==> config.mk <==
export PLATFORM = sky130hd
export DESIGN_NAME = bmh_ctrl
export DESIGN_NICKNAME = d
export VERILOG_FILES = /design/src/rtl/core/bmh_pkg.sv /design/src/rtl/core/bmh_ctrl.sv
export SDC_FILE = /design/constraint.sdc
export NUM_CORES = 1
export LEC_CHECK = 0
export BUFFER_PORTS_ARGS = -buffer_cell sky130_fd_sc_hd__buf_2
export CORE_UTILIZATION = 45
export CTS_CLUSTER_DIAMETER = 200
export DETAILED_ROUTE_END_ITERATION = 8
export PLACE_DENSITY = 0.8
export SYNTH_ARGS = -nofsm -noshare
export SYNTH_HDL_FRONTEND = slang
export SYNTH_SLANG_ARGS = --single-unit
==> constraint.sdc <==
create_clock -name clk -period 1.8 [get_ports clk]
set_input_delay 0.36 -clock clk [delete_from_list [all_inputs] [get_ports clk]]
set_output_delay 0.36 -clock clk [all_outputs]
set_load 0.01 [all_outputs]
==> src/rtl/core/bmh_pkg.sv <==
// Shared types, codes and defaults for the binary min-heap engine.
package bmh_pkg;

	// Default sizing of the heap store and key width.
	localparam int CAPACITY_DEF  = 255;
	localparam int KEY_WIDTH_DEF = 32;

	// Operation codes carried in the request beat.
	localparam logic [1:0] OP_INSERT   = 2'd0;
	localparam logic [1:0] OP_DECREASE = 2'd1;
	localparam logic [1:0] OP_INCREASE = 2'd2;
	localparam logic [1:0] OP_READ     = 2'd3;

	// Status codes returned in the response beat.
	localparam logic [2:0] ST_OK          = 3'd0;
	localparam logic [2:0] ST_NOT_SMALLER = 3'd1;
	localparam logic [2:0] ST_NOT_LARGER  = 3'd2;
	localparam logic [2:0] ST_FULL        = 3'd3;
	localparam logic [2:0] ST_BAD_INDEX   = 3'd4;

	// Request beat.
	typedef struct packed {
		logic [1:0]         op;
		logic [7:0]         index;
		logic signed [31:0] key;
	} req_beat_t;

	// Response beat.
	typedef struct packed {
		logic [2:0]         status;
		logic [7:0]         count;
		logic signed [31:0] min_key;
		logic signed [31:0] read_value;
	} rsp_beat_t;

	// Sequencer states, one-hot.
	typedef enum logic [7:0] {
		S_IDLE     = 8'b0000_0001,
		S_DISPATCH = 8'b0000_0010,
		S_CHECK    = 8'b0000_0100,
		S_UP_RD    = 8'b0000_1000,
		S_UP_CMP   = 8'b0001_0000,
		S_DN_RD    = 8'b0010_0000,
		S_DN_CMP   = 8'b0100_0000,
		S_FINISH   = 8'b1000_0000
	} state_t;

	// Commands from the sequencer to the datapath.
	typedef struct packed {
		logic       capture;
		logic       insert;
		logic       rd_pos;
		logic       rd_parent;
		logic       rd_children;
		logic       wr_key;
		logic       wr_up;
		logic       wr_dn;
		logic       set_status;
		logic [2:0] status;
		logic       latch_readv;
		logic       load_out;
	} dp_cmd_t;

	// Flags from the datapath to the sequencer.
	typedef struct packed {
		logic [1:0] op;
		logic       full;
		logic       bad_index;
		logic       key_lt_data;
		logic       data_lt_key;
		logic       at_root;
		logic       no_left;
		logic       child_lt_key;
	} dp_flags_t;

endpackage

==> src/rtl/core/bmh_ctrl.sv <==
// Heap sequencer: accepts request beats, steps the sift and issues response beats.
module bmh_ctrl
	import bmh_pkg::*;
(
	input  logic      clk,
	input  logic      arst_n,
	input  logic      req_valid,
	output logic      req_stall,
	output logic      rsp_valid,
	input  logic      rsp_stall,
	input  dp_flags_t flags,
	output dp_cmd_t   cmd
);

	state_t state_q;
	state_t state_d;
	logic   rsp_valid_q;
	logic   slot_free;

	assign req_stall = (state_q != S_IDLE);
	assign rsp_valid = rsp_valid_q;
	assign slot_free = !rsp_valid_q || !rsp_stall;

	// Next state and datapath commands.
	always_comb begin
		state_d = state_q;
		cmd     = '0;
		unique case (state_q)
			S_IDLE: begin
				if (req_valid) begin
					cmd.capture = 1'b1;
					state_d     = S_DISPATCH;
				end
			end
			S_DISPATCH: begin
				if (flags.op == OP_INSERT) begin
					if (flags.full) begin
						cmd.set_status = 1'b1;
						cmd.status     = ST_FULL;
						state_d        = S_FINISH;
					end else begin
						cmd.insert = 1'b1;
						state_d    = S_UP_RD;
					end
				end else if (flags.bad_index) begin
					cmd.set_status = 1'b1;
					cmd.status     = ST_BAD_INDEX;
					state_d        = S_FINISH;
				end else begin
					cmd.rd_pos = 1'b1;
					state_d    = S_CHECK;
				end
			end
			S_CHECK: begin
				case (flags.op)
					OP_DECREASE: begin
						if (flags.key_lt_data) begin
							state_d = S_UP_RD;
						end else begin
							cmd.set_status = 1'b1;
							cmd.status     = ST_NOT_SMALLER;
							state_d        = S_FINISH;
						end
					end
					OP_INCREASE: begin
						if (flags.data_lt_key) begin
							state_d = S_DN_RD;
						end else begin
							cmd.set_status = 1'b1;
							cmd.status     = ST_NOT_LARGER;
							state_d        = S_FINISH;
						end
					end
					default: begin
						cmd.latch_readv = 1'b1;
						state_d         = S_FINISH;
					end
				endcase
			end
			S_UP_RD: begin
				if (flags.at_root) begin
					cmd.wr_key = 1'b1;
					state_d    = S_FINISH;
				end else begin
					cmd.rd_parent = 1'b1;
					state_d       = S_UP_CMP;
				end
			end
			S_UP_CMP: begin
				if (flags.key_lt_data) begin
					cmd.wr_up = 1'b1;
					state_d   = S_UP_RD;
				end else begin
					cmd.wr_key = 1'b1;
					state_d    = S_FINISH;
				end
			end
			S_DN_RD: begin
				if (flags.no_left) begin
					cmd.wr_key = 1'b1;
					state_d    = S_FINISH;
				end else begin
					cmd.rd_children = 1'b1;
					state_d         = S_DN_CMP;
				end
			end
			S_DN_CMP: begin
				if (flags.child_lt_key) begin
					cmd.wr_dn = 1'b1;
					state_d   = S_DN_RD;
				end else begin
					cmd.wr_key = 1'b1;
					state_d    = S_FINISH;
				end
			end
			S_FINISH: begin
				if (slot_free) begin
					cmd.load_out = 1'b1;
					state_d      = S_IDLE;
				end
			end
			default: begin
				state_d = S_IDLE;
			end
		endcase
	end

	// State and response valid.
	always_ff @(posedge clk or negedge arst_n) begin
		if (!arst_n) begin
			state_q     <= S_IDLE;
			rsp_valid_q <= 1'b0;
		end else begin
			state_q <= state_d;
			if (cmd.load_out) begin
				rsp_valid_q <= 1'b1;
			end else if (!rsp_stall) begin
				rsp_valid_q <= 1'b0;
			end
		end
	end

`ifndef ASSERT_OFF
	// An accepted request beat always moves the sequencer to dispatch.
	a_accept_dispatch: assert property (@(posedge clk) disable iff (!arst_n)
		(req_valid && !req_stall) |=> (state_q == S_DISPATCH))
		else $error("accepted beat did not reach dispatch");
`endif

endmodule
==> impl_metrics.toml, run 1 <==
[clocking]
cts.path.max_buffers = 2
cts-buffers-inserted = 3
insertion_delay_ns = 0.27
cts.sinks = 9
cts-root-buf = "clkbuf_4"
path_clk_slew_ns = 0.07
htreeDepth = 1
cts_tree = "yes"

[logic_synthesis]
synth_cells = 88
ys.flop_type = "dfrtp_1"
ys_ff_latch = 9
synth_seq_area_share = 0.2934
synth-edff-count = 0
synth_cell_type_count = 35
yosysWarningCount = 0
synthAdderAreaFrac = 0.04862
netlist_top_cells_area = "dfrtp_1, nor2_1, nor4_4"
async_flop_share = 1.000
synth_top_family_by_area = "simple AND/OR/NAND/NOR gates"
synthMuxAreaShare = 0
synth_compound_area_frac = 0.1637
synth_area_sq_um = 772.0
synth_top_area_share = 0.2593
syn_nets = 104
synth_xor_area_frac = 0
synthSimpleGateAreaFrac = 0.4489
syn_avg_cell_area_sq_um = 8.773
yosysTopAreaCell = "dfrtp_1"

[power]
internal-power_mw = 0.6111
switching_share = 0.4035
pwr-share-comb = 0.546
power_mw = 1.024
p_sw_mw = 0.4134
p_seq_frac = 0.287
pwr-share-clk = 0.167
peakVddDrop_uv = 532.2
p_leak_nw = 0.5924
p_per_area_nw_per_um2 = 872.9

[run_status]
violations = "DRC, setup timing"
status = "complete, but fails checks"

[critical_path]
crit_buf_inv = 1
arrival_ns = 1.69
crit_chain = "nor4_4, nand4b_4, a21o_1, nand2_1, buf_2"
cp.required_ns = 1.44
rrSetupSlack_ns = 0.13
critPathLaunchType = "register"
cp_slowest_cell = "dfrtp_1"
cp-end-kind = "primary output"
path_max_fanout = 7
worstSetupPathType = "register to primary output"
timing.rr.start = "state_q[5]"
cp_top_family = "simple AND/OR/NAND/NOR gates"
crit_start = "state_q[2]"
critPathMaxStageDelay_ns = 0.41

[die]
ios = 29
core_region_area_sq_um = 1559
rows = 14
die_y_microns = 43.42
dieArea_sq_um = 1885
die-width_microns = 43.42
floorplan.initialDensity = 0.4952

[sta]
maxSlewHeadroom = 0.7629
finalCritPeriodShare = 1.141
tightest_slew_ns = 0.3530
max_freq_ghz = 0.4871
finalSetupViolCount = 15
rsz0062_at_grt = "yes"
drv_slew = 0
fin_crit_ns = 2.053
finClkSkew_ns = 0.001298
fin_ws_ns = -0.2532
finalHoldViolations = 0
holdWs_ns = 0.2798

[drt]
top_layer_used = "met4"
wl_microns = 2214
routedWlPerCell_microns = 14.47
wl_met3_microns = 89
via_count = 875
dr.pass1.iters = 6
drt_iter0_markers = 24
wirelength_met1_microns = 998
met2_length_microns = 1079
ant_nets = 0
routed_via_density = 5.719
drc = 4

[grt]
grt_max_degree = 10
first_global_vias = 805
grt_use_total = 0.2720
antenna_found_initial = 0
grt_first_pass_wirelength_microns = 3712
grt-ovfl-total = 0

[hold_path]
hold_path.class = "input pin to register"
hp-start = "flags[5]"

[cells_and_area]
antenna_cells = 0
final_nets = 154
final_cell_mix = "buf_2, buf_4, nor2_1"
area_growth_pct = 52.03
seqCellArea_sq_um = 226.5
drive_gt1_frac = 0.4672
layout_commonest_cell = "buf_2"
final_util = 0.7528
multi_input_area_sq_um = 586.8
fillers = 111

[flow_run]
drv_cap = 0

[place]
dp_hpwl_microns = 1553
dpl_worst_slack_ns = 0.02137
gp_congestion = 0.8535
port_buffers = 28
==> synth_stat cells, drive strengths merged, types with 2 or more instances <==
library cell	n
nor2	14
dfrtp	8
inv	8
nand2	7
nand4b	6
nor3b	5
nor3	4
o21ai	4
ha	3
nor2b	3
nand2b	2
nand3	2
nor4	2
o32ai	2
==> timing repair <==
action | 4_1_cts | 5_1_grt
hold endpoints to repair | 8 | 0
hold buffers | 1 | 0
setup endpoints to repair | 15 | 15
pin swaps | 10 | 3
buffers inserted | 4 | 1
resized for setup | 10 | 3
==> layout make-up <==
type / count / area share
Sequential cell: 9 / 0.1930
Tap cell: 16 / 0.01706
Clock buffer: 4 / 0.02239
Timing Repair Buffer: 46 / 0.2420
Multi-Input combinational cell: 70 / 0.5000
Inverter: 8 / 0.02559
==> cells by family (layout without fill, tap and decap cells) <==
kind of cell,count (synthesis),count (layout)
buffers and inverters,9,58
AO/OA/AOI/OAI,16,16
adder cells (fa/ha/maj),3,3
AND/OR/NAND/NOR,51,51
flip-flops,9,9
==> state kept, by name, summed over array words and instances, names as in the netlist <==
name	cells
state_q	8
rsp_valid	1
==> worst register-to-register path, stage by stage, from the launching register on <==
cell	delay, ns
dfrtp_1	0.41
nor4_4	0.31
buf_4	0.20
buf_4	0.11
nand4b_1	0.11
buf_4	0.16
nor2_1	0.16
nand4bb_1	0.15
==> metal layers <==
metal / up-vias / GRT usage
li1: 430 / -
met1: 412 / 0.3298
met2: 29 / 0.4545
met3: 4 / 0.06667
met4: 0 / 0.1250
met5: - / 0
==> power groups by stage <==
stage / Sequential (mW) / Clock [mW] / Combinational [mW]
floorplan: 0.294 / 0 / 0.256
global placement: 0.291 / 0 / 0.411
detailed placement: 0.293 / 0 / 0.420
CTS: 0.290 / 0.175 / 0.538
global route: 0.301 / 0.190 / 0.606
finish: 0.294 / 0.171 / 0.559
==> final timing paths <==
path	end	cells past startpoint
worst max-delay path	cmd[5]	5
worst min-delay path	state_q[2]	2
worst max register to register	state_q[7]	7
worst min register to register	rsp_valid	2
max in group asynchronous	state_q[0]	2
min in group asynchronous	state_q[7]	2
==> through the flow <==
stage	std cells	cell area, sq um	TNS (ns)
floorplan	88	787.0	-0.01203
global placement	143	1032	0
detailed placement	143	1032	0
CTS	152	1152	-2.663
global route	153	1174	-4.307
finish	153	1174	-2.874
(Power assumes the default switching activity.)
==> inputs of run 2 (changes only) <==
- CTS_BUF_LIST: default -> sky130_fd_sc_hd__clkbuf_4
- PLACE_DENSITY: 0.8 -> default
- PLACE_DENSITY_LB_ADDON: default -> 0.12
- SKIP_LAST_GASP: default -> 1
==> impl_metrics.toml, run 2 (synthesis results as in run 1) <==
[sta]
fin_crit_ns = 2.035
rsz0062_at_grt = "yes"
finalSetupViolCount = 15
drv_slew = 0
tightest_slew_ns = 0.3290
finalHoldViolations = 0
finalCritPeriodShare = 1.130
setup_tns_ns = -2.332
fin_ws_ns = -0.2347
max_freq_ghz = 0.4915
finClkSkew_ns = 0.007611
holdWs_ns = 0.2674
maxSlewHeadroom = 0.7790

[cells_and_area]
final_nets = 160
final_util = 0.7681
antenna_cells = 0
final_cell_mix = "buf_2, buf_4, nor2_1"
area_growth_pct = 55.11
regMostFlops = "state_q"
stdcell_area_sq_um = 1197
stdcell_count = 159
layout_commonest_cell = "buf_2"
drive_gt1_frac = 0.4825
largest_register_ffs = 8

[die]
die-width_microns = 43.42
rows = 14
core_region_area_sq_um = 1559
dieArea_sq_um = 1885
floorplan.initialDensity = 0.4952
die_y_microns = 43.42
ios = 29

[power]
power_mw = 1.056
p_per_area_nw_per_um2 = 881.8
p_leak_nw = 0.6285
peakVddDrop_uv = 423.0

[place]
gp_congestion = 0.8210
port_buffers = 28
dpl_cell_area_sq_um = 1032
dp_hpwl_microns = 1587
placed_cells = 143
dpl_worst_slack_ns = 0.01840

[critical_path]
critPathMaxStageDelay_ns = 0.40
critPathLaunchType = "register"
cp_top_family = "simple AND/OR/NAND/NOR gates"
crit_buf_inv = 1
cp-end-kind = "primary output"
path_max_fanout = 7
arrival_ns = 1.67
rrSetupSlack_ns = 0.19
crit_chain = "nor4_4, nand4b_4, a21o_1, nand2_1, buf_2"
cp.required_ns = 1.44
worstSetupPathType = "register to primary output"
cp_slowest_cell = "dfrtp_1"

[clocking]
insertion_delay_ns = 0.27
cts-buffers-inserted = 3
cts-root-buf = "clkbuf_4"
cts.sinks = 9
path_clk_slew_ns = 0.07
cts.path.max_buffers = 2
htreeDepth = 1
cts_tree = "yes"

[flow_run]
drv_cap = 0

[drt]
drt_iter0_markers = 27
dr.pass1.iters = 4
routedWlPerCell_microns = 13.34
drc = 0
ant_nets = 0
via_count = 916
wl_microns = 2121
routed_via_density = 5.761

[run_status]
violations = "setup timing"
status = "complete, but fails checks"

[grt]
first_global_vias = 885
grt_max_degree = 10
grt-ovfl-total = 0
grt_use_total = 0.2535
grt_first_pass_wirelength_microns = 3601
antenna_found_initial = 0

[hold_path]
hold_path.class = "input pin to register"
## run 2: changes by cell type in the layout (fill, tap and decap cells not counted), sizes merged
cell | previous run | this run
buf | 45 | 51
## run 2: where the power goes
group | switching [mW] | internal [mW]
sequential | 0.0497 | 0.241
clock | 0.0817 | 0.101
combinational | 0.267 | 0.316
## run 2: worst register-to-register path, delay by kind of cell (launching register included)
kind	cells	cell delay, ns
and+or+nand+nor	4	0.70
buffers and inverters	3	0.45
DFF	1	0.41
## run 2: what timing repair did
item                                    4_1_cts  5_1_grt
hold buffers                                  1        0
endpoints found under the setup margin       15       15
hold endpoints to repair                      8        0
buffers inserted                             10        1
gates resized for setup                       7        1
pin swaps                                    10        5
## run 2: worst paths after layout
path,end,startpoint,cells past startpoint
worst max-delay path,cmd[5],state_q[2],5
worst min-delay path,state_q[4],flags[2],2
worst max register to register,state_q[7],state_q[5],7
worst min register to register,rsp_valid,rsp_valid,2
max in group asynchronous,state_q[0],arst_n,2
min in group asynchronous,rsp_valid,arst_n,2
## run 2: cell type report
type	instances	area, sq um
clock buffers	4	30.03
fillers	108	361.6
inverters	8	30.03
multi-input cells	70	561.8
flip-flops and latches	9	226.5
well taps	16	20.02
repair buffers	52	329.1
## run 2: per-layer routing
| layer | wire length (microns) | GRT usage | part of all wire |
|---|---|---|---|
| met5 | 0 | 0 | 0 |
| met3 | 80 | 0.03333 | 0.038 |
| met4 | 24 | 0.09375 | 0.011 |
| met2 | 1155 | 0.4788 | 0.54 |
| met1 | 861 | 0.2868 | 0.41 |
